**config.mk**
```make
export PLATFORM = sky130hd
export DESIGN_NAME = mfb_front
export DESIGN_NICKNAME = d
export VERILOG_FILES = /design/src/mfb_pkg.sv /design/src/mfb_front.sv
export SDC_FILE = /design/constraint.sdc
export NUM_CORES = 1
export LEC_CHECK = 0
export ABC_AREA = 0
export BUFFER_PORTS_ARGS = -buffer_cell sky130_fd_sc_hd__buf_2
export CELL_PAD_IN_SITES_DETAIL_PLACEMENT = 1
export CELL_PAD_IN_SITES_GLOBAL_PLACEMENT = 2
export CORE_MARGIN = 1.5
export CORE_UTILIZATION = 24
export DETAILED_ROUTE_END_ITERATION = 10
export PLACE_DENSITY_LB_ADDON = 0.1
export SYNTH_ARGS = -nofsm -noshare
export SYNTH_HDL_FRONTEND = slang
export SYNTH_SLANG_ARGS = --single-unit
```
**constraint.sdc**
```tcl
create_clock -name vclk -period 10
set_input_delay 3 -clock vclk [all_inputs]
set_output_delay 3 -clock vclk [all_outputs]
set_load 0.05 [all_outputs]
```
**src/mfb_pkg.sv**
```systemverilog
`timescale 1ns / 1ps

package mfb_pkg;

   // Default panel size
   localparam int DEFAULT_COLUMNS = 84;
   localparam int DEFAULT_ROWS    = 48;

   // Fixed field widths
   localparam int CMD_W   = 2;
   localparam int POS_W   = 9;
   localparam int SIZE_W  = 8;
   localparam int COORD_W = 8;
   localparam int BYTE_W  = 8;
   localparam int INDEX_W = 9;
   localparam int BANK_W  = 5;

   // Command codes
   localparam logic [CMD_W-1:0] CMD_RECT = 2'd0;
   localparam logic [CMD_W-1:0] CMD_FILL = 2'd1;
   localparam logic [CMD_W-1:0] CMD_READ = 2'd2;
   localparam logic [CMD_W-1:0] CMD_NONE = 2'd3;

   typedef enum logic [1:0] {
      JOB_NONE,
      JOB_SWEEP,
      JOB_READ
   } job_kind_type;

   // One classified command, as held in the queue
   typedef struct packed {
      job_kind_type         kind;
      logic [CMD_W-1:0]     cmd;
      logic [COORD_W-1:0]   x_first;
      logic [COORD_W-1:0]   x_last;
      logic [COORD_W-1:0]   y_first;
      logic [COORD_W-1:0]   y_last;
      logic [BYTE_W-1:0]    value;
      logic [INDEX_W-1:0]   read_addr;
      logic                 read_hit;
   } job_type;

   typedef struct packed {
      logic empty;
      logic full;
   } queue_status_type;

   typedef enum logic [2:0] {
      ST_IDLE,
      ST_SETUP,
      ST_SWEEP,
      ST_DRAIN,
      ST_READ,
      ST_REPLY
   } back_state_type;

endpackage

```
**src/mfb_front.sv**
```systemverilog
`timescale 1ns / 1ps

module mfb_front
   import mfb_pkg::*;
#(
   parameter int DISPLAY_COLUMNS = DEFAULT_COLUMNS,
   parameter int DISPLAY_ROWS    = DEFAULT_ROWS
) (
   input  logic                req_valid,
   output logic                req_ready,
   input  logic [CMD_W-1:0]    req_command,
   input  logic [POS_W-1:0]    req_x_start,
   input  logic [POS_W-1:0]    req_y_start,
   input  logic [SIZE_W-1:0]   req_rect_width,
   input  logic [SIZE_W-1:0]   req_rect_height,
   input  logic                req_pixel_on,
   input  logic [BYTE_W-1:0]   req_fill_byte,
   input  logic [INDEX_W-1:0]  req_read_index,
   input  queue_status_type    q_status,
   input  logic                clearing,
   output logic                push,
   output job_type             push_job
);

   localparam int BANKS = (DISPLAY_ROWS + 7) / 8;
   localparam int DEPTH = DISPLAY_COLUMNS * BANKS;
   localparam logic signed [10:0] COLS_S = 11'(DISPLAY_COLUMNS);
   localparam logic signed [10:0] ROWS_S = 11'(DISPLAY_ROWS);

   logic signed [10:0] xs, xe, xlo, xhi, xl;
   logic signed [10:0] ys, ye, ylo, yhi, yl;
   logic               rect_empty;

   // clip to the panel, ends exclusive
   always_comb begin
      xs  = {{2{req_x_start[POS_W-1]}}, req_x_start};
      ys  = {{2{req_y_start[POS_W-1]}}, req_y_start};
      xe  = xs + $signed({3'b000, req_rect_width});
      ye  = ys + $signed({3'b000, req_rect_height});
      xlo = xs[10] ? '0 : xs;
      ylo = ys[10] ? '0 : ys;
      xhi = (xe > COLS_S) ? COLS_S : xe;
      yhi = (ye > ROWS_S) ? ROWS_S : ye;
      xl  = xhi - 11'sd1;
      yl  = yhi - 11'sd1;
      rect_empty = (xhi <= xlo) || (yhi <= ylo);
   end

   always_comb begin
      push_job           = '0;
      push_job.cmd       = req_command;
      push_job.read_addr = req_read_index;
      unique case (req_command)
         CMD_RECT: begin
            push_job.kind    = rect_empty ? JOB_NONE : JOB_SWEEP;
            push_job.x_first = xlo[COORD_W-1:0];
            push_job.x_last  = xl[COORD_W-1:0];
            push_job.y_first = ylo[COORD_W-1:0];
            push_job.y_last  = yl[COORD_W-1:0];
            push_job.value   = {BYTE_W{req_pixel_on}};
         end
         CMD_FILL: begin
            // whole bytes, so the rows below a partial last bank go too
            push_job.kind    = JOB_SWEEP;
            push_job.x_first = '0;
            push_job.x_last  = COORD_W'(DISPLAY_COLUMNS - 1);
            push_job.y_first = '0;
            push_job.y_last  = COORD_W'(BANKS * 8 - 1);
            push_job.value   = req_fill_byte;
         end
         CMD_READ: begin
            push_job.kind     = JOB_READ;
            push_job.read_hit = (int'(req_read_index) < DEPTH);
         end
         CMD_NONE: begin
            push_job.kind = JOB_NONE;
         end
      endcase
   end

   assign req_ready = !q_status.full && !clearing;
   assign push      = req_valid && req_ready;

endmodule

```
=== After elaboration in Yosys (flattened, before gate mapping) ===
Cells that the tools add are included.

* $add $sub $neg: 4
* Equality and inequality tests: 3
* Order comparisons: 5
* Muxes and demuxes: 8
* Reduce and logical (&&, ||, !) cells: 6

{| class="wikitable"
|+ Operators with widths
! kind !! number
|-
| $pmux 40 s2 || 1
|-
| $le 11x9->1 || 2
|-
| $mux 11 || 2
|-
| $add 9x9->10 || 2
|-
| $mux 8 || 2
|-
| $sub 8x2->8 const B || 2
|-
| $gt 10x7->1 const B || 1
|-
| $gt 10x8->1 const B || 1
|-
| $lt 9x9->1 const B || 1
|-
| $pmux 2 s4 || 1
|-
| $eq 2x2->1 const B || 2
|-
| $eq 2x1->1 const B || 1
|-
| $logic_and 1x1->1 || 2
|-
| $logic_not 1->1 || 2
|-
| $logic_not 2->1 || 1
|-
| $mux 1 || 2
|-
| $logic_or 1x1->1 || 1
|}

* Register bits after elaboration: 0
* Output and inout port bits: 56
* Logic and storage cells: 26
* Bits of input ports: 58

=== Logic depth before layout (Yosys ltp) ===
Gate-level depths: netlist of run 1.

* Depth after elaboration: 7
* Mapped depth: 19
* Gate-level depth less buffers: 19

=== Worst setup path before layout of run 1 ===
OpenSTA, ideal clock, no wires.

* Path type: input to output
* Start point: input req_y_start[0]
* End point: output push_job[52] (netlist name)
* Data required time: 7.000 ns
* Arrival time: 6.630 ns
* Path slack: 0.370 ns
* Stages: 19
* Cells stage by stage: ha_1 -> inv_1 -> fa_1 -> nand2b_1 -> a21oi_1 -> xor2_1 -> nand3_1 -> a41o_2 -> nand2b_1 -> inv_1 -> ha_1 -> nor2b_1 -> o21ai_0 -> nand2b_1 -> a21oi_1 -> maj3_1 -> o311a_1 -> nor4_1 -> o221a_2

{| class="wikitable"
|+ RTL lines
! what !! RTL line !! RTL
|-
| from (decl) || mfb_front.sv:13 || <nowiki>input logic [POS_W-1:0] req_y_start,</nowiki>
|-
| to (decl) || mfb_front.sv:22 || <nowiki>output job_type push_job</nowiki>
|}

==> impl_metrics.py, run 1 <==
metrics = {
    "global_routing": {
        "grt_max_degree": 24,
        "grt_pass1_wl_um": 12610,
        "grt.overflow.total": 0,
        "grt_use_total": 0.1542,
        "grt_pass1_vias": 2535,
        "antenna_found_initial": 0,
    },
    "power_and_ir_drop": {
        "p_sw_mw": 0.1656,
        "clkPwrFrac": 0,
        "power_frac_comb": 1.000,
        "seqPwrFrac": 0,
        "p_leak_nw": 1.445,
        "swShare": 0.6053,
        "power_mw": 0.2737,
        "max-vdd-ir-drop_uv": 22.45,
        "p_per_area_mw_per_mm2": 93.71,
        "intPower_mw": 0.1080,
    },
    "floorplan": {
        "die-area_mm2": 0.009458,
        "start_util": 0.2457,
        "rows": 34,
        "die_w_um": 97.25,
        "die_y_um": 97.25,
        "num_io_pins": 114,
        "coreArea_mm2": 0.008678,
    },
    "layout": {
        "nets": 523,
        "n_fill_cell": 1170,
        "area_growth_syn_to_layout_pct": 36.97,
        "n_antenna_cell": 0,
        "seq_cell_count": 0,
        "multi_input_area_mm2": 0.001988,
        "area.sequential_um2": 0,
        "nClkBuffers": 0,
        "drive_above_1_share": 0.3527,
        "fin_cells": 539,
    },
    "drt": {
        "via_per_inst": 4.952,
        "route.antenna.remaining_nets": 0,
        "routed_wl_um": 7757,
        "firstDrtPassIters": 4,
        "drc": 0,
        "vias": 2669,
        "first_iter_violations": 90,
        "avgRoutedWirePerCell_um": 14.39,
    },
    "place": {
        "placedCellCount": 537,
        "port_buffers": 107,
        "place_hpwl_um": 6744,
        "gp_congestion": 0.7740,
        "pre_cts_ws_ps": -5.461,
    },
    "worst_hold_path": {
        "hold_depth": 0,
        "hold_class": "in -> out",
        "worstHoldStart": "req_read_index[0]",
    },
    "timing": {
        "final_hold_viol_count": 0,
        "worst_slack_ps": 230.4,
        "fin_crit_ps": 9770,
        "relSlewSlack": 0.6086,
        "tightest_slew_ps": 579.5,
        "drv_slew": 0,
        "max_freq_mhz": 102.4,
        "rsz0062_at_grt": "no",
        "period_share": 0.9770,
        "finalSetupViolCount": 0,
    },
    "logic_synthesis": {
        "synth_fp_nets": 409,
        "synthesis.area_mm2": 0.002132,
        "yosysWarnings": 0,
        "synthAdderAreaFrac": 0.1995,
        "synth_simple_gate_area_frac": 0.3234,
        "synthXorXnorAreaFrac": 0.09038,
        "synth_cell_type_count": 59,
        "muxShareOfSynthArea": 0.005282,
        "synth_top_family_by_area": "simple AND/OR/NAND/NOR gates",
        "synth_compound_area_frac": 0.2975,
        "synth_cells": 319,
        "ys_seq_area_frac": 0,
        "avgSynthCellArea_um2": 6.684,
    },
    "critical_path": {
        "crit_path_start_kind": "input port",
        "path_max_fanout": 6,
        "critPathCaptureType": "output port",
        "critPathArrivalTime_ps": 6770,
        "crit_required_ps": 7000,
        "crit_start": "req_y_start[0]",
        "path_class": "in -> out",
    },
    "run_status": {
        "status": "finished clean",
    },
    "run": {
        "drv_cap": 0,
    },
    "clock_tree": {
        "postCtsHoldBufs": 0,
    },
}
==> critical path: stages <==
cell      delay (ps)
buf_2            100
ha_1             210
buf_4            150
a211oi_4         260
o21bai_2         110
a2111o_1         460
a221oi_4         340
a41o_2           270
buf_4            150
or2b_1           230
ha_1             280
nand2_2           80
nor3_1            70
nand2_1           80
nor4_1            40
mux2_2           290
nor4_2           220
o221a_2          250
buf_8            150
==> cell usage in the layout, fill, tap and decap left out, types with 2 or more instances in the layout <==
cell type and count:
inv_1 14, nand3_1 3, nor2b_1 12, nor4_1 5
o22ai_1 2, buf_4 26, nor2_1 38, a21o_1 2
a21oi_1 31, a32oi_1 2, fa_1 2, nor3b_1 3
o211ai_1 4, and2_1 6, nand4_1 4, xnor2_1 11
a31oi_1 3, buf_2 106, o21ai_0 15, a21oi_2 2
and4_1 2, xor2_1 10, nand2_1 24, ha_1 30
nor3_1 7, or3_1 2, or2_2 5, o221a_2 2
o21a_1 5, nand2b_1 17, o31ai_1 2, a211oi_1 3
==> power by group through the flow <==
stage | logic, mW | registers (mW) | clock network (mW)
2_1_floorplan | 0.188 | 0 | 0
3_3_place_gp | 0.265 | 0 | 0
3_5_place_dp | 0.268 | 0 | 0
4_1_cts | 0.269 | 0 | 0
5_1_grt | 0.300 | 0 | 0
6_report | 0.274 | 0 | 0
==> worst paths after layout <==
check | end | slack (ps)
max | push_job[52] | 230
min | push_job[1] | 6000
==> final cells by class <==
| cell class | count | share of cell area |
|---|---|---|
| multi-input cells | 283 | 0.6808 |
| repair buffers | 133 | 0.2536 |
| well taps | 108 | 0.04627 |
| inverters | 15 | 0.01928 |
==> kinds of logic after synthesis <==
family,count (synthesis)
simple gates,135
compound gates,92
buf+inv,36
fa+ha+maj,33
xor+xnor,22
mux,1
==> through the flow <==
| stage | utilization | TNS (ps) | instance area (um^2) | hold slack (ps) |
|---|---|---|---|---|
| 2_1_floorplan | - | 0 | 2132 | 6167 |
| 3_3_place_gp | 0.3296 | 0 | 2860 | 6001 |
| 3_5_place_dp | 0.3296 | -5.461 | 2860 | 6001 |
| 4_1_cts | 0.3299 | 0 | 2863 | 6001 |
| 5_1_grt | 0.3365 | 0 | 2920 | 6000 |
| 6_report | 0.3365 | 0 | 2920 | 6000 |
==> layer usage <==
layer | vias up | routed length, um | GRT usage
met3 | 0 | 479 | 0.009353
met1 | 1208 | 4077 | 0.2475
met2 | 87 | 3199 | 0.2372
met4 | 0 | 0 | 0.001099
li1 | 1374 | - | -
met5 | - | 0 | 0
==> what timing repair did <==
action	in CTS	in global routing
buffers inserted	0	2
gates resized for setup	1	9
hold endpoints to repair	0	0
setup endpoints to repair	1	1
pin swaps	0	5
==> cells in the mapped netlist (all sizes together) (7+ instances only) <==
master,count,area share
nor2,38,0.067
a21oi,33,0.077
ha,30,0.18
nand2,25,0.044
nand2b,17,0.050
o21ai,15,0.035
inv,14,0.025
buf,12,0.041
nor2b,12,0.035
xnor2,12,0.049
xor2,10,0.041
clkbuf,9,0.016
and2,7,0.022
nor3,7,0.016
Power figures use the tool's default switching activity.
==> run 2, diff against run 1 <==
==> constraint.sdc (replaced) <==
create_clock -name vclk -period 10
set_input_delay 2 -clock vclk [all_inputs]
set_output_delay 2 -clock vclk [all_outputs]
set_load 0.05 [all_outputs]
==> run 2 against run 1 <==
Against the previous run: global-route usage increased by 0.12 points; final cell count decreased by 4.8%; non-clock buffer count decreased by 26; maximum frequency increased by 18%; hold slack got worse by 2000 ps; critical endpoint unchanged; count of clock-buffer cells in the layout unchanged; critical path depth increased by 2; power decreased by 11%; cell area decreased by 8.2%.
==> impl_metrics.py, run 2 (synthesized netlist as in run 1, its figures left out) <==
metrics = {
    "run_status": {
        "status": "finished clean",
    },
    "floorplan": {
        "die-area_mm2": 0.009458,
        "die_y_um": 97.25,
        "coreArea_mm2": 0.008678,
        "start_util": 0.2457,
        "rows": 34,
        "die_w_um": 97.25,
        "num_io_pins": 114,
    },
    "global_routing": {
        "grt.overflow.total": 0,
        "antenna_found_initial": 0,
        "grt_pass1_wl_um": 12670,
        "grt_use_met1": 0.2462,
        "busiest_layer": "met1",
        "grt_max_degree": 24,
        "grt_use_total": 0.1554,
        "use_met2": 0.2431,
        "grtUsageMet3": 0.009353,
        "grt_pass1_vias": 2535,
    },
    "clock_tree": {
        "ctsResizeCount": 0,
        "postCtsHoldBufs": 0,
        "post_cts_buffers": 0,
    },
    "layout": {
        "area.sequential_um2": 0,
        "fin_cells": 513,
        "final_util": 0.3088,
        "layout_commonest_cell": "buf_2",
        "area_growth_syn_to_layout_pct": 25.70,
        "nClkBuffers": 0,
        "final_cell_mix": "buf_2, nor2_1, a21oi_1",
        "drive_above_1_share": 0.2963,
        "nets": 497,
        "n_antenna_cell": 0,
        "seq_cell_count": 0,
    },
    "place": {
        "place_hpwl_um": 6548,
        "placedCellCount": 513,
        "gp_congestion": 0.7705,
        "pre_cts_ws_ps": 1690,
        "port_buffers": 107,
    },
    "drt": {
        "vias": 2592,
        "firstDrtPassIters": 4,
        "drc": 0,
        "via_per_inst": 5.053,
        "avgRoutedWirePerCell_um": 14.81,
        "routed_wl_um": 7596,
        "first_iter_violations": 56,
        "route.antenna.remaining_nets": 0,
    },
    "timing": {
        "max_freq_mhz": 121.0,
        "drv_slew": 0,
        "rsz0062_at_grt": "no",
        "fin_crit_ps": 8263,
        "final_hold_viol_count": 0,
        "finalSetupViolCount": 0,
        "worst_slack_ps": 1737,
        "period_share": 0.8263,
        "tightest_slew_ps": 657.3,
        "relSlewSlack": 0.5587,
        "tns_ps": 0,
    },
    "power_and_ir_drop": {
        "max-vdd-ir-drop_uv": 19.20,
        "p_per_area_mw_per_mm2": 90.71,
        "p_leak_nw": 1.305,
    },
    "critical_path": {
        "crit_path_start_kind": "input port",
        "critPathArrivalTime_ps": 6260,
        "crit_required_ps": 8000,
        "critPathCaptureType": "output port",
        "path_max_fanout": 9,
        "path_class": "in -> out",
    },
    "run": {
        "drv_cap": 0,
    },
    "worst_hold_path": {
        "hold_class": "in -> out",
    },
}
==> run 2: worst max-delay path, cell delays in order <==
cell	delay (ps)
buf_2	90
ha_1	210
inv_1	70
fa_1	390
nand2b_1	180
a21oi_1	250
xor2_1	420
nand3_1	150
a41o_2	320
nand2b_1	130
inv_1	50
ha_1	280
nor2b_1	130
o21ai_0	80
nand2b_1	70
a21oi_1	80
maj3_1	340
o311a_1	290
nor4_1	230
o221a_2	240
buf_2	260
==> run 2: through the flow <==
stage | hold WS (ps) | power (mW) | instance area, um^2
2_1_floorplan | 4167 | 0.1880 | 2132
3_3_place_gp | 4001 | 0.2427 | 2680
3_5_place_dp | 4001 | 0.2445 | 2680
4_1_cts | 4001 | 0.2456 | 2680
5_1_grt | 4000 | 0.2712 | 2680
6_report | 4000 | 0.2431 | 2680
==> run 2: final cells by class <==
type,instances,area [um^2]
Fill cell,1156,5998
Timing Repair Buffer,107,535.5
Inverter,15,56.30
Tap cell,108,135.1
Multi-Input combinational cell,283,1953
==> run 2: path summary, 6_finish.rpt <==
| path | endpoint | startpoint | slack (ps) | depth (start not counted) |
|---|---|---|---|---|
| hold / removal | push_job[1] | req_read_index[0] | 4000 | 0 |
| setup / recovery | push_job[52] | req_y_start[0] | 1740 | 21 |
==> run 2: layer usage <==
metal | part of all wire | wire length [um] | vias up
met2 | 0.40 | 3071 | 73
met3 | 0.046 | 346 | 0
li1 | - | - | 1322
met4 | 0 | 0 | 0
met1 | 0.55 | 4178 | 1197
met5 | 0 | 0 | -
==> run 2: power by group <==
part	internal [mW]	switching [mW]	leakage, nW
Clock	0	0	0
Combinational	0.0843	0.159	1.30
Sequential	0	0	0
Total	0.0843	0.159	1.30
