### config.mk
export PLATFORM = sky130hd
export DESIGN_NAME = mfb_queue
export DESIGN_NICKNAME = d
export VERILOG_FILES = /design/src/mfb_pkg.sv /design/src/mfb_queue.sv
export SDC_FILE = /design/constraint.sdc
export NUM_CORES = 1
export LEC_CHECK = 0
export ABC_CLOCK_PERIOD_IN_PS = 3600
export BUFFER_PORTS_ARGS = -buffer_cell sky130_fd_sc_hd__buf_2
export CAP_MARGIN = 10
export CORE_MARGIN = 5
export CORE_UTILIZATION = 45
export DETAILED_ROUTE_END_ITERATION = 6
export MAX_ROUTING_LAYER = met4
export PLACE_DENSITY = 0.72
export SKIP_CTS_REPAIR_TIMING = 1
export SLEW_MARGIN = 40
export SYNTH_ARGS = -nofsm -noshare
export SYNTH_HDL_FRONTEND = slang
export SYNTH_SLANG_ARGS = --single-unit
### constraint.sdc
create_clock -name clock -period 3.6 [get_ports clock]
set_clock_uncertainty 0.15 [all_clocks]
set_input_delay 0.36 -clock clock [delete_from_list [all_inputs] [get_ports clock]]
set_output_delay 0.36 -clock clock [all_outputs]
set_load 0.02 [all_outputs]
### src/mfb_pkg.sv
`timescale 1ns / 1ps

package mfb_pkg;

   // Default panel size
   localparam int DEFAULT_COLUMNS = 84;
   localparam int DEFAULT_ROWS    = 48;

   // Fixed field widths
   localparam int CMD_W   = 2;
   localparam int POS_W   = 9;
   localparam int SIZE_W  = 8;
   localparam int COORD_W = 8;
   localparam int BYTE_W  = 8;
   localparam int INDEX_W = 9;
   localparam int BANK_W  = 5;

   // Command codes
   localparam logic [CMD_W-1:0] CMD_RECT = 2'd0;
   localparam logic [CMD_W-1:0] CMD_FILL = 2'd1;
   localparam logic [CMD_W-1:0] CMD_READ = 2'd2;
   localparam logic [CMD_W-1:0] CMD_NONE = 2'd3;

   typedef enum logic [1:0] {
      JOB_NONE,
      JOB_SWEEP,
      JOB_READ
   } job_kind_type;

   // One classified command, as held in the queue
   typedef struct packed {
      job_kind_type         kind;
      logic [CMD_W-1:0]     cmd;
      logic [COORD_W-1:0]   x_first;
      logic [COORD_W-1:0]   x_last;
      logic [COORD_W-1:0]   y_first;
      logic [COORD_W-1:0]   y_last;
      logic [BYTE_W-1:0]    value;
      logic [INDEX_W-1:0]   read_addr;
      logic                 read_hit;
   } job_type;

   typedef struct packed {
      logic empty;
      logic full;
   } queue_status_type;

   typedef enum logic [2:0] {
      ST_IDLE,
      ST_SETUP,
      ST_SWEEP,
      ST_DRAIN,
      ST_READ,
      ST_REPLY
   } back_state_type;

endpackage

### src/mfb_queue.sv
`timescale 1ns / 1ps

module mfb_queue
   import mfb_pkg::*;
(
   input  logic             clock,
   input  logic             reset,
   input  logic             push,
   input  job_type          push_job,
   input  logic             pop,
   output job_type          head,
   output queue_status_type status
);

   // two-entry FIFO between front and back
   job_type    slot_ff [2];
   logic       wr_ptr_ff, wr_ptr_in;
   logic       rd_ptr_ff, rd_ptr_in;
   logic [1:0] count_ff, count_in;

   always_comb begin
      wr_ptr_in = push ? !wr_ptr_ff : wr_ptr_ff;
      rd_ptr_in = pop ? !rd_ptr_ff : rd_ptr_ff;
      count_in  = count_ff + {1'b0, push} - {1'b0, pop};
   end

   always_ff @(posedge clock) begin
      if (reset) begin
         wr_ptr_ff <= 1'b0;
         rd_ptr_ff <= 1'b0;
         count_ff  <= '0;
      end else begin
         wr_ptr_ff <= wr_ptr_in;
         rd_ptr_ff <= rd_ptr_in;
         count_ff  <= count_in;
      end
   end

   always_ff @(posedge clock) begin
      if (push) begin
         slot_ff[wr_ptr_ff] <= push_job;
      end
   end

   assign head         = slot_ff[rd_ptr_ff];
   assign status.empty = (count_ff == 2'd0);
   assign status.full  = (count_ff == 2'd2);

endmodule

# == Yosys cells after proc, flatten, opt, wreduce, memory -nomap -nowiden ==
# Memory sizes are Yosys's and may differ from the RTL's. A register that Yosys moved wholly into a read port is not among the register bits.
# Cells that the tools add are included.
# W data, S select, Z words.
# word_totals
memories,1
latchBits,0
mem_bits_rw,108
wordCells,14
mem_bits_ro,0
regBits,4
in_bits,58
# memory_table
memory,depth,word_bits,rd,rd_clocked_by_memory_dff,wr,line,text
slot_ff,2,54,1,1,1,mfb_queue.sv:16,job_type slot_ff [2];
# classes
reduce_logical,3
div_mod_pow,0
n_mul,0
n_lt_le_gt_ge,0
n_addsub,2
eq_ne,1
muxes,4
n_shift,0
bitwise_logic,0
# op_table
operator,count
$mux W1,4
$add A2 B1 Y2,1
$eq A2 B2 Y1 const B,1
$logic_not A1 Y1,2
$logic_not A2 Y1,1
$sub A2 B1 Y2,1

# == Depth between registers and ports, before layout ==
# Gate-level depths: netlist (run 1).
# depth
depth_word,3
ltp_mapped,6
ltp_nobuf,6

# == Least setup slack after synthesis (run 1) ==
# OpenSTA, ideal clock, no wires.
# synth_timing
kind,in2reg
from,input port push
to,memory slot_ff[0][0] (netlist name) (enable)
setup_ns,0.472
required_time_ns,2.978
arrival_ns,2.747
path_stages,1
path_slack_ns,0.230
cell_sequence,nor2b_1
# synth_via
elab_chain_len,2
# synth_rtl
item,line,text
"start, declared",mfb_queue.sv:8,"input logic push,"
$mux W1,mfb_queue.sv:40,if (push) begin
$mux W1 (implied by the code),mfb_queue.sv:41,slot_ff[wr_ptr_ff] <= push_job;
"end, declared",mfb_queue.sv:16,
# Every way passes these cells.

==> reports/qor.yml, run 1 <==
status: "finished, final reports clean"
reg2regPathDepth: 2
synth_cell_types: 13
synth_area_mm2: 0.00437
syn2layout_area_growth_pct: 43.4
drc_errors: 0
setup_violations: 0
swShare: 0.213
cap_violations: 0
cts.sinks: 113
synth_top_area_cell: "edfxtp_1"
io_buffers: 113
dr.pass1.iters: 4
cellPowerDensity_mw_per_mm2: 601
fillers: 686
period_share: 0.699
vias: 2340
hold_path_class: "input pin to register"
drive_gt1_frac: 0.522
worstPathRequired_ns: 3.09
critPathKind: "register to output pin"
tightestPinTransition_ns: 0.748
root_buffer: "clkbuf_8"
synth_flop_cell: "edfxtp_1"
clk_transition_reported_paths_ns: 0.05
coreArea_mm2: 0.00964
clk_latency_ns: 0.50
intPower_uw: 2960
final_nets: 437
p_leak_uw: 0.00253
postSynthCellCount: 189
synth_edf_count: 108
dpl_worst_slack_ns: 1.50
fmax_mhz: 398
syn-num-nets: 249
hold-worst-slack_ns: 0.0118
cts-buffers-inserted: 17
gr-total-overflow: 0
timing.rr.end: "slot_ff[1][34]"
slew_headroom: 0.501
hold_viol: 0
dieArea_mm2: 0.0118
die_h_um: 109
grt_antenna_before_repair: 0
grt_pass1_wl_um: 11200
finalSetupTns_ns: 0
yosysWarningCount: 0
yosysMostFrequentCell: "edfxtp_1"
p_switching_uw: 801
antenna_left: 0
via_per_inst: 4.48
h-tree-depth: 4
async_flop_share: 0
gr-usage-all-layers: 0.134
num_io_pins: 114
p_clk_frac: 0.454
cts.path.max_buffers: 2
yosysSeqAreaShare: 0.766
grt_max_degree: 31
arrival_ns: 2.00
synth.avg_cell_area_um2: 23.1
ir_drop_mv: 0.380
rsz0062_at_grt: "false"
gp_congestion: 0.636
min-delay-start: "push"
regToRegSetupSlack_ns: 1.64
fin_util: 0.650
fin_crit_ns: 2.51
cp_max_fo: 28
ys_top_cells_by_area: "edfxtp_1 74%, mux2_4 17%, buf_12 2.3%"
wirelength_um: 7990
initial_core_util: 0.453
detailed_place_hpwl_um: 4870
synth_top_cells_by_count: "108 x edfxtp_1, 50 x mux2_4, 5 x buf_12, 5 x dfxtp_1, 5 x nor2_1"
fp.dieW_um: 109
place_inst: 433
drv_slew: 0
wl_per_cell_um: 15.3
seqPwrFrac: 0.419
fin_ws_ns: 1.09
whs_path_depth: 3
yosysTopAreaCellShare: 0.743
ys_ff_latch: 113
min_to: "wr_ptr_ff"
cts_tree: "yes"
drt_iter0_drc: 68
num_rows: 36
rr_startpoint: "wr_ptr_ff"
p_comb_frac: 0.127
grt_pass1_vias: 2240
cp-end-kind: "output pin"
antenna_cells: 0
cp-start-kind: "register"
fin_cells: 522
==> registers in the layout, indices dropped and copies added (netlist names), named ones only <==
register and flops:
rd_ptr_ff 1, wr_ptr_ff 1, count_ff 2, slot_ff 108
==> cells by family (layout without fill, tap and decap cells) <==
group,after synthesis,after routing,synth area share
XOR/XNOR,3,3,0.00917
AND/OR/NAND/NOR,9,9,0.0100
adder cells (fa/ha/maj),2,2,0.00573
flip-flops,113,113,0.766
multiplexers,54,54,0.182
buffers and inverters,8,208,0.0272
==> final cells by class <==
class	count	area, µm²	area share
Clock buffer	18	418	0.0667
Clock inverter	13	193	0.0308
Inverter	2	7.51	0.00120
Multi-Input combinational cell	68	913	0.146
Sequential cell	113	3350	0.535
Tap cell	133	166	0.0266
Timing Repair Buffer	175	1220	0.194
==> cells in the final DEF (no fill, tap or decap), types with 4 or more instances in the layout <==
master,Yosys,final
buf_2,0,113
edfxtp_1,108,108
dlygate4sd3_1,0,57
mux2_4,50,50
clkbuf_16,0,17
nor2_1,5,5
bufinv_16,0,5
mux2_2,4,4
clkinv_2,0,4
dfxtp_1,5,4
==> per-layer routing <==
metal	global-route usage	part of all wire	vias up
met4	0.0622	0.016	0
met3	0.0543	0.058	15
met5	-	0	-
met1	0.148	0.40	1134
li1	-	-	1119
met2	0.214	0.52	72
==> metrics by stage <==
step | total power [µW] | area [µm²]
finish | 3760 | 6260
global route | 3900 | 6260
CTS | 3740 | 5670
detailed placement | 2030 | 5050
global placement | 2020 | 5030
floorplan | 1900 | 4370
==> power by group through the flow <==
stage	combinational (µW)	clock, µW	sequential (µW)
final	476	1710	1580
after global routing	509	1810	1590
after CTS	428	1740	1580
after detailed placement	427	0	1600
after global placement	403	0	1610
after floorplan	321	0	1580
==> worst max-delay path by stage <==
| stage | start | to | slack [ns] | cells after the start |
|---|---|---|---|---|
| 5_1_grt | register | head[0] | 0.97 | 3 |
| 6_report | register | head[0] | 1.09 | 3 |
| 2_1_floorplan | push | slot_ff[0][0] | 0.23 | 1 |
| 3_3_place_gp | register | head[1] | 1.48 | 2 |
| 3_5_place_dp | push | slot_ff[1][33] | 1.50 | 3 |
| 4_1_cts | register | head[0] | 1.03 | 3 |
==> critical path: stages, from the launching register on <==
cell and delay, ns:
dfxtp_4 0.68, buf_12 0.30, mux2_2 0.36, buf_2 0.16
Power figures use the tool's default switching activity.
==> run 2, diff against run 1 <==
ABC_AREA = 1   (was not set)
ABC_CLOCK_PERIOD_IN_PS = 2540   (was 3600)
PLACE_DENSITY = 0.7   (was 0.72)
clock period = 2.54 ns   (was 3.6 ns; I/O delays follow)
==> run 2 against run 1 <==
Sequential cell count is the same; utilization decreased by 0.23 points; sequential power is 40% higher; critical path depth unchanged; global-route usage down 0.15 points; routed wire length fell by 0.71%; register-to-register slack worse by 0.67 ns; clock-buffer cell count rose by 1; final area shrank 0.36%.
==> reports/qor.yml, run 2 <==
synth_cell_types: 14  # +1
cts.sinks: 113  # unchanged
cts_tree: "yes"
yosysTopAreaCellShare: 0.741  # -0.00127
cts-buffers-inserted: 17  # unchanged
ys_top_cells_by_area: "edfxtp_1 74%, mux2_4 17%, buf_12 2.3%"
yosysSeqAreaShare: 0.764  # -0.00131
clk_transition_reported_paths_ns: 0.05  # about the same
fp.dieW_um: 109  # about the same
setup_violations: 0  # unchanged
grt_pass1_wl_um: 10900  # -2.5%
vias: 2372  # +1.4%
use_met2: 0.222  # +0.00838
layout_commonest_cell: "buf_2"
gr-usage-all-layers: 0.133  # -0.00148
clk_latency_ns: 0.49  # about the same
drive_gt1_frac: 0.506  # -0.0156
critPathKind: "register to output pin"
detailed_place_hpwl_um: 4920  # +1.0%
fin_crit_ns: 2.33
rsz0062_at_grt: "false"
synth_top_cells_by_count: "108 x edfxtp_1, 50 x mux2_4, 8 x inv_1, 8 x nor2_1"
final_nets: 448  # +2.5%
synthMuxAreaShare: 0.182  # -0.000313
synth_edf_count: 108  # unchanged
syn-num-nets: 259  # +4.0%
cp-end-kind: "output pin"
hold_viol: 0  # unchanged
coreArea_mm2: 0.00964  # unchanged
arrival_ns: 1.93  # -0.07 ns
ir_drop_mv: 0.526  # +38%
die_h_um: 109  # about the same
yosysWarningCount: 0  # unchanged
largest-register: "slot_ff"
slew_headroom: 0.710  # +0.209
largest_register_ffs: 108  # unchanged
postSynthCellCount: 199  # +5.3%
cp-start-kind: "register"
drv_slew: 0  # unchanged
h-tree-depth: 4  # unchanged
initial_core_util: 0.454  # +0.000779
final_cell_mix: "113 x buf_2, 108 x edfxtp_1, 58 x dlygate4sd3_1, 50 x mux2_4, 16 x clkbuf_16"
worstPathRequired_ns: 2.14  # -0.95 ns
num_rows: 36  # unchanged
async_flop_share: 0  # unchanged
cap_violations: 0  # unchanged
synth_adder_area_share: 0.00572  # -0.00000984
grt_util_met1: 0.135  # -0.0132
p_leak_uw: 0.00254  # +0.30%
place_inst: 444  # +2.5%
yosysMostFrequentCell: "edfxtp_1"
fillers: 720  # +5.0%
root_buffer: "clkbuf_8"
io_buffers: 113  # unchanged
synth_simple_gate_area_frac: 0.0126  # +0.00256
ys_ff_latch: 113  # unchanged
status: "finished, final reports clean"
syn2layout_area_growth_pct: 42.6
drt_iter0_drc: 112  # +65%
cellPowerDensity_mw_per_mm2: 826  # +38%
gr-total-overflow: 0  # unchanged
synth_area_mm2: 0.00437  # +0.17%
hold_path_class: "input pin to register"
fmax_mhz: 429
wl_per_cell_um: 14.9  # -2.9%
cts.path.max_buffers: 2  # unchanged
dr.pass1.iters: 4  # unchanged
synth-xor-area-share: 0.00200  # -0.00717
finalSetupTns_ns: 0  # unchanged
gp_congestion: 0.661  # +3.8%
via_per_inst: 4.44  # -0.91%
fin_cells: 534  # +2.3%
synth_compound_area_frac: 0.00114  # +0.00114
grt_pass1_vias: 2225  # -0.67%
reg.largest.list: "slot_ff x108, count_ff x2"
period_share: 0.918
drc_errors: 0  # unchanged
cp_max_fo: 23  # -18%
tightestPinTransition_ns: 0.435  # -0.313 ns
synth_top_area_cell: "edfxtp_1"
antenna_cells: 0  # unchanged
dieArea_mm2: 0.0118  # +0.16%
grt_antenna_before_repair: 0  # unchanged
synth_flop_cell: "edfxtp_1"
grt_max_degree: 38  # +23%
antenna_left: 0  # unchanged
top_usage_layer: "met2"
wirelength_um: 7930  # -0.71%
synth_top_family_by_area: "multiplexers"
num_io_pins: 114  # unchanged
met3_usage: 0.0543  # unchanged
synth.avg_cell_area_um2: 22.0  # -4.9%
run 2: cell count changes after synthesis:
| cell | change |
|---|---|
| and2_1 | -1 |
| nor3_1 | +1 |
| inv_1 | +6 |
| nand3_1 | +1 |
| a21oi_1 | +1 |
| nor2_1 | +3 |
| nand2_1 | +4 |
| xnor2_1 | -1 |
| nor2b_1 | -3 |
| xnor3_1 | -1 |
run 2: final cells by class:
type	count	area [µm²]	share of cell area
flip-flops and latches	113	3350	0.537
clock inverters	13	168	0.0269
multi-input cells	72	897	0.144
repair buffers	176	1210	0.194
well taps	133	166	0.0267
clock buffers	19	422	0.0676
inverters	8	30.0	0.00481
run 2: critical path: stages (launching register included):
cell and delay (ns):
dfxtp_4 0.62, buf_4 0.32, mux2_4 0.32, buf_2 0.16
run 2: worst paths after layout:
| path | slack [ns] | startpoint | end | depth (start not counted) |
|---|---|---|---|---|
| worst max register to register | 0.97 | wr_ptr_ff | slot_ff[1][16] | 3 |
| worst max-delay path | 0.21 | register | head[52] | 3 |
| worst min-delay path | 0.32 | push_job[50] | slot_ff[1][50] | 2 |
| worst min register to register | 0.37 | rd_ptr_ff | rd_ptr_ff | 2 |
run 2: per-layer routing:
metal,vias to the layer above,share of wire,wire [µm]
met4,0,0.0088,70
met3,6,0.051,406
met1,1143,0.39,3080
met2,75,0.55,4380
li1,1148,-,-
met5,-,0,0
run 2: cells by family (layout without fill, tap and decap cells):
family          Yosys count  after routing
buf+inv                  14            216
compound gates            1              1
fa+ha+maj                 2              2
flops                   113            113
xor+xnor                  1              1
simple gates             14             14
mux                      54             54
run 2: power by group:
part	internal (µW)	leakage [µW]	switching [µW]
Sequential	2160	0.00106	46.1
Combinational	319	0.00120	310
Clock	1570	0.000286	748
Total	4050	0.00254	1100
run 2: stage by stage:
| stage | power [µW] | instance area (µm²) | hold WS (ns) | setup slack, ns | utilization |
|---|---|---|---|---|---|
| 2_1_floorplan | 2640 | 4380 | 0.175 | 0.231 | - |
| 3_3_place_gp | 2790 | 5070 | 0.292 | 0.713 | 0.526 |
| 3_5_place_dp | 2810 | 5070 | 0.295 | 0.682 | 0.526 |
| 4_1_cts | 5150 | 5660 | -0.237 | 0.142 | 0.587 |
| 5_1_grt | 5350 | 6240 | 0.301 | 0.0976 | 0.647 |
| 6_report | 5150 | 6240 | 0.322 | 0.207 | 0.647 |
==> run 3, diff against run 2 <==
ABC_AREA = 0   (was 1)
==> run 3 against run 2 <==
Critical endpoint is now head[2]; cell count down 2.1%; clock power decreased by 4%; via count down 0.25%.
==> reports/qor.yml, run 3 (synthesis results as in run 1) <==
status: "finished, final reports clean"
largest-register: "slot_ff"
p_leak_uw: 0.00250  # -1.6%
placed_area_mm2: 0.00505  # -0.27%
drv_slew: 0  # unchanged
drc_errors: 0  # unchanged
tightestPinTransition_ns: 0.479  # +0.0444 ns
largest_register_ffs: 108  # unchanged
worstPathRequired_ns: 2.14  # about the same
grt_max_degree: 55  # +45%
cts_tree: "yes"
cpLargestDelayFamily: "buffers and inverters"
fillers: 715  # -0.69%
gr-total-overflow: 0  # unchanged
critPathKind: "register to output pin"
grt_pass1_vias: 2320  # +4.3%
clk_latency_ns: 0.50  # about the same
initial_core_util: 0.453  # -0.000779
final_nets: 437  # -2.5%
reg.largest.list: "slot_ff x108, count_ff x2"
cts-buffers-inserted: 17  # unchanged
fin_crit_ns: 2.19  # -0.144 ns
arrival_ns: 1.78  # -0.15 ns
cellPowerDensity_mw_per_mm2: 826  # about the same
wirelength_um: 7750  # -2.2%
cp-start-kind: "register"
coreArea_mm2: 0.00964  # unchanged
vias: 2366  # -0.25%
final_cell_mix: "113 x buf_2, 108 x edfxtp_1, 58 x dlygate4sd3_1, 50 x mux2_4, 16 x clkbuf_16"
drt_iter0_drc: 99  # -12%
period_share: 0.862  # -0.0568
clk_transition_reported_paths_ns: 0.05  # about the same
finalSetupTns_ns: 0  # unchanged
hold_viol: 0  # unchanged
gp_congestion: 0.722  # +9.3%
ir_drop_mv: 0.568  # +8.0%
cp_max_fo: 54  # +130%
multi_input_area_um2: 913  # +1.8%
fin_cells: 523  # -2.1%
cap_violations: 0  # unchanged
cp-end-kind: "output pin"
antenna_cells: 0  # unchanged
num_io_pins: 114  # unchanged
wl_per_cell_um: 14.8  # -0.19%
die_h_um: 109  # about the same
antenna_left: 0  # unchanged
gr-usage-all-layers: 0.133  # about the same
setup_violations: 0  # unchanged
grt_pass1_wl_um: 11100  # +1.7%
grt_antenna_before_repair: 0  # unchanged
h-tree-depth: 4  # unchanged
fp.dieW_um: 109  # about the same
io_buffers: 113  # unchanged
path_buf_inv: 2  # unchanged
drive_gt1_frac: 0.515  # +0.00915
dr.pass1.iters: 5  # +1
hold_path_class: "input pin to register"
cts.sinks: 113  # unchanged
hold-worst-slack_ns: 0.329  # +0.00705 ns
cts.path.max_buffers: 2  # unchanged
root_buffer: "clkbuf_8"
place_inst: 433  # -2.5%
seqCellArea_mm2: 0.00335  # unchanged
dieArea_mm2: 0.0118  # -0.16%
num_rows: 36  # unchanged
syn2layout_area_growth_pct: 42.0
slew_headroom: 0.680  # -0.0303
cpMaxStageDelayCell: "mux2_2"
finalInstanceArea_mm2: 0.00620  # -0.60%
slowest_delay_ns: 0.38  # -0.24 ns
via_per_inst: 4.52  # +1.8%
rsz0062_at_grt: "false"
fmax_mhz: 457  # +6.6%
cp_cell_sequence: "buf_12 > mux2_2 > buf_2"
layout_commonest_cell: "buf_2"
[run 3: cell count changes in the layout (fill, tap and decap cells not counted), sizes merged, moves of 3 or more]
| cell | previous run | this run |
|---|---|---|
| nor2 | 8 | 5 |
| nor2b | 0 | 3 |
| inv | 8 | 2 |
| nand2 | 4 | 0 |
[run 3: path summary, 6_finish.rpt]
kind,from,end,slack (ns),cells after the start
setup / recovery,register,head[2],0.35,3
hold reg to reg,rd_ptr_ff,rd_ptr_ff,0.37,2
setup reg to reg,wr_ptr_ff,slot_ff[0][30],0.96,2
hold / removal,push_job[40],slot_ff[1][40],0.33,2
[run 3: cell type report]
type | count | share of cell area
Sequential cell | 113 | 0.540
Timing Repair Buffer | 175 | 0.194
Multi-Input combinational cell | 68 | 0.147
Clock buffer | 19 | 0.0680
Tap cell | 133 | 0.0268
Clock inverter | 13 | 0.0232
Inverter | 2 | 0.00121
[run 3: routing by layer]
metal / routed length, µm / vias up / GRT usage
met1: 3150 / 1146 / 0.149
met5: 0 / - / -
met4: 104 / 0 / 0.0721
met2: 4040 / 85 / 0.208
met3: 452 / 12 / 0.0472
li1: - / 1123 / -
[run 3: worst register-to-register path, stage by stage, from the launching register on]
cell and delay, ns:
dfxtp_1 0.35, nor2b_4 0.42, buf_12 0.30
[run 3: power breakdown]
group | switching (µW) | internal (µW)
Combinational | 347 | 346
Sequential | 34.2 | 2180
Clock | 748 | 1470
[run 3: per-stage QoR]
step,utilization,power (µW),setup slack (ns)
after floorplan,-,2700,0.225
after global placement,0.524,2860,0.892
after detailed placement,0.524,2880,0.872
after CTS,0.583,5120,0.324
after global routing,0.643,5330,0.302
final,0.643,5120,0.351
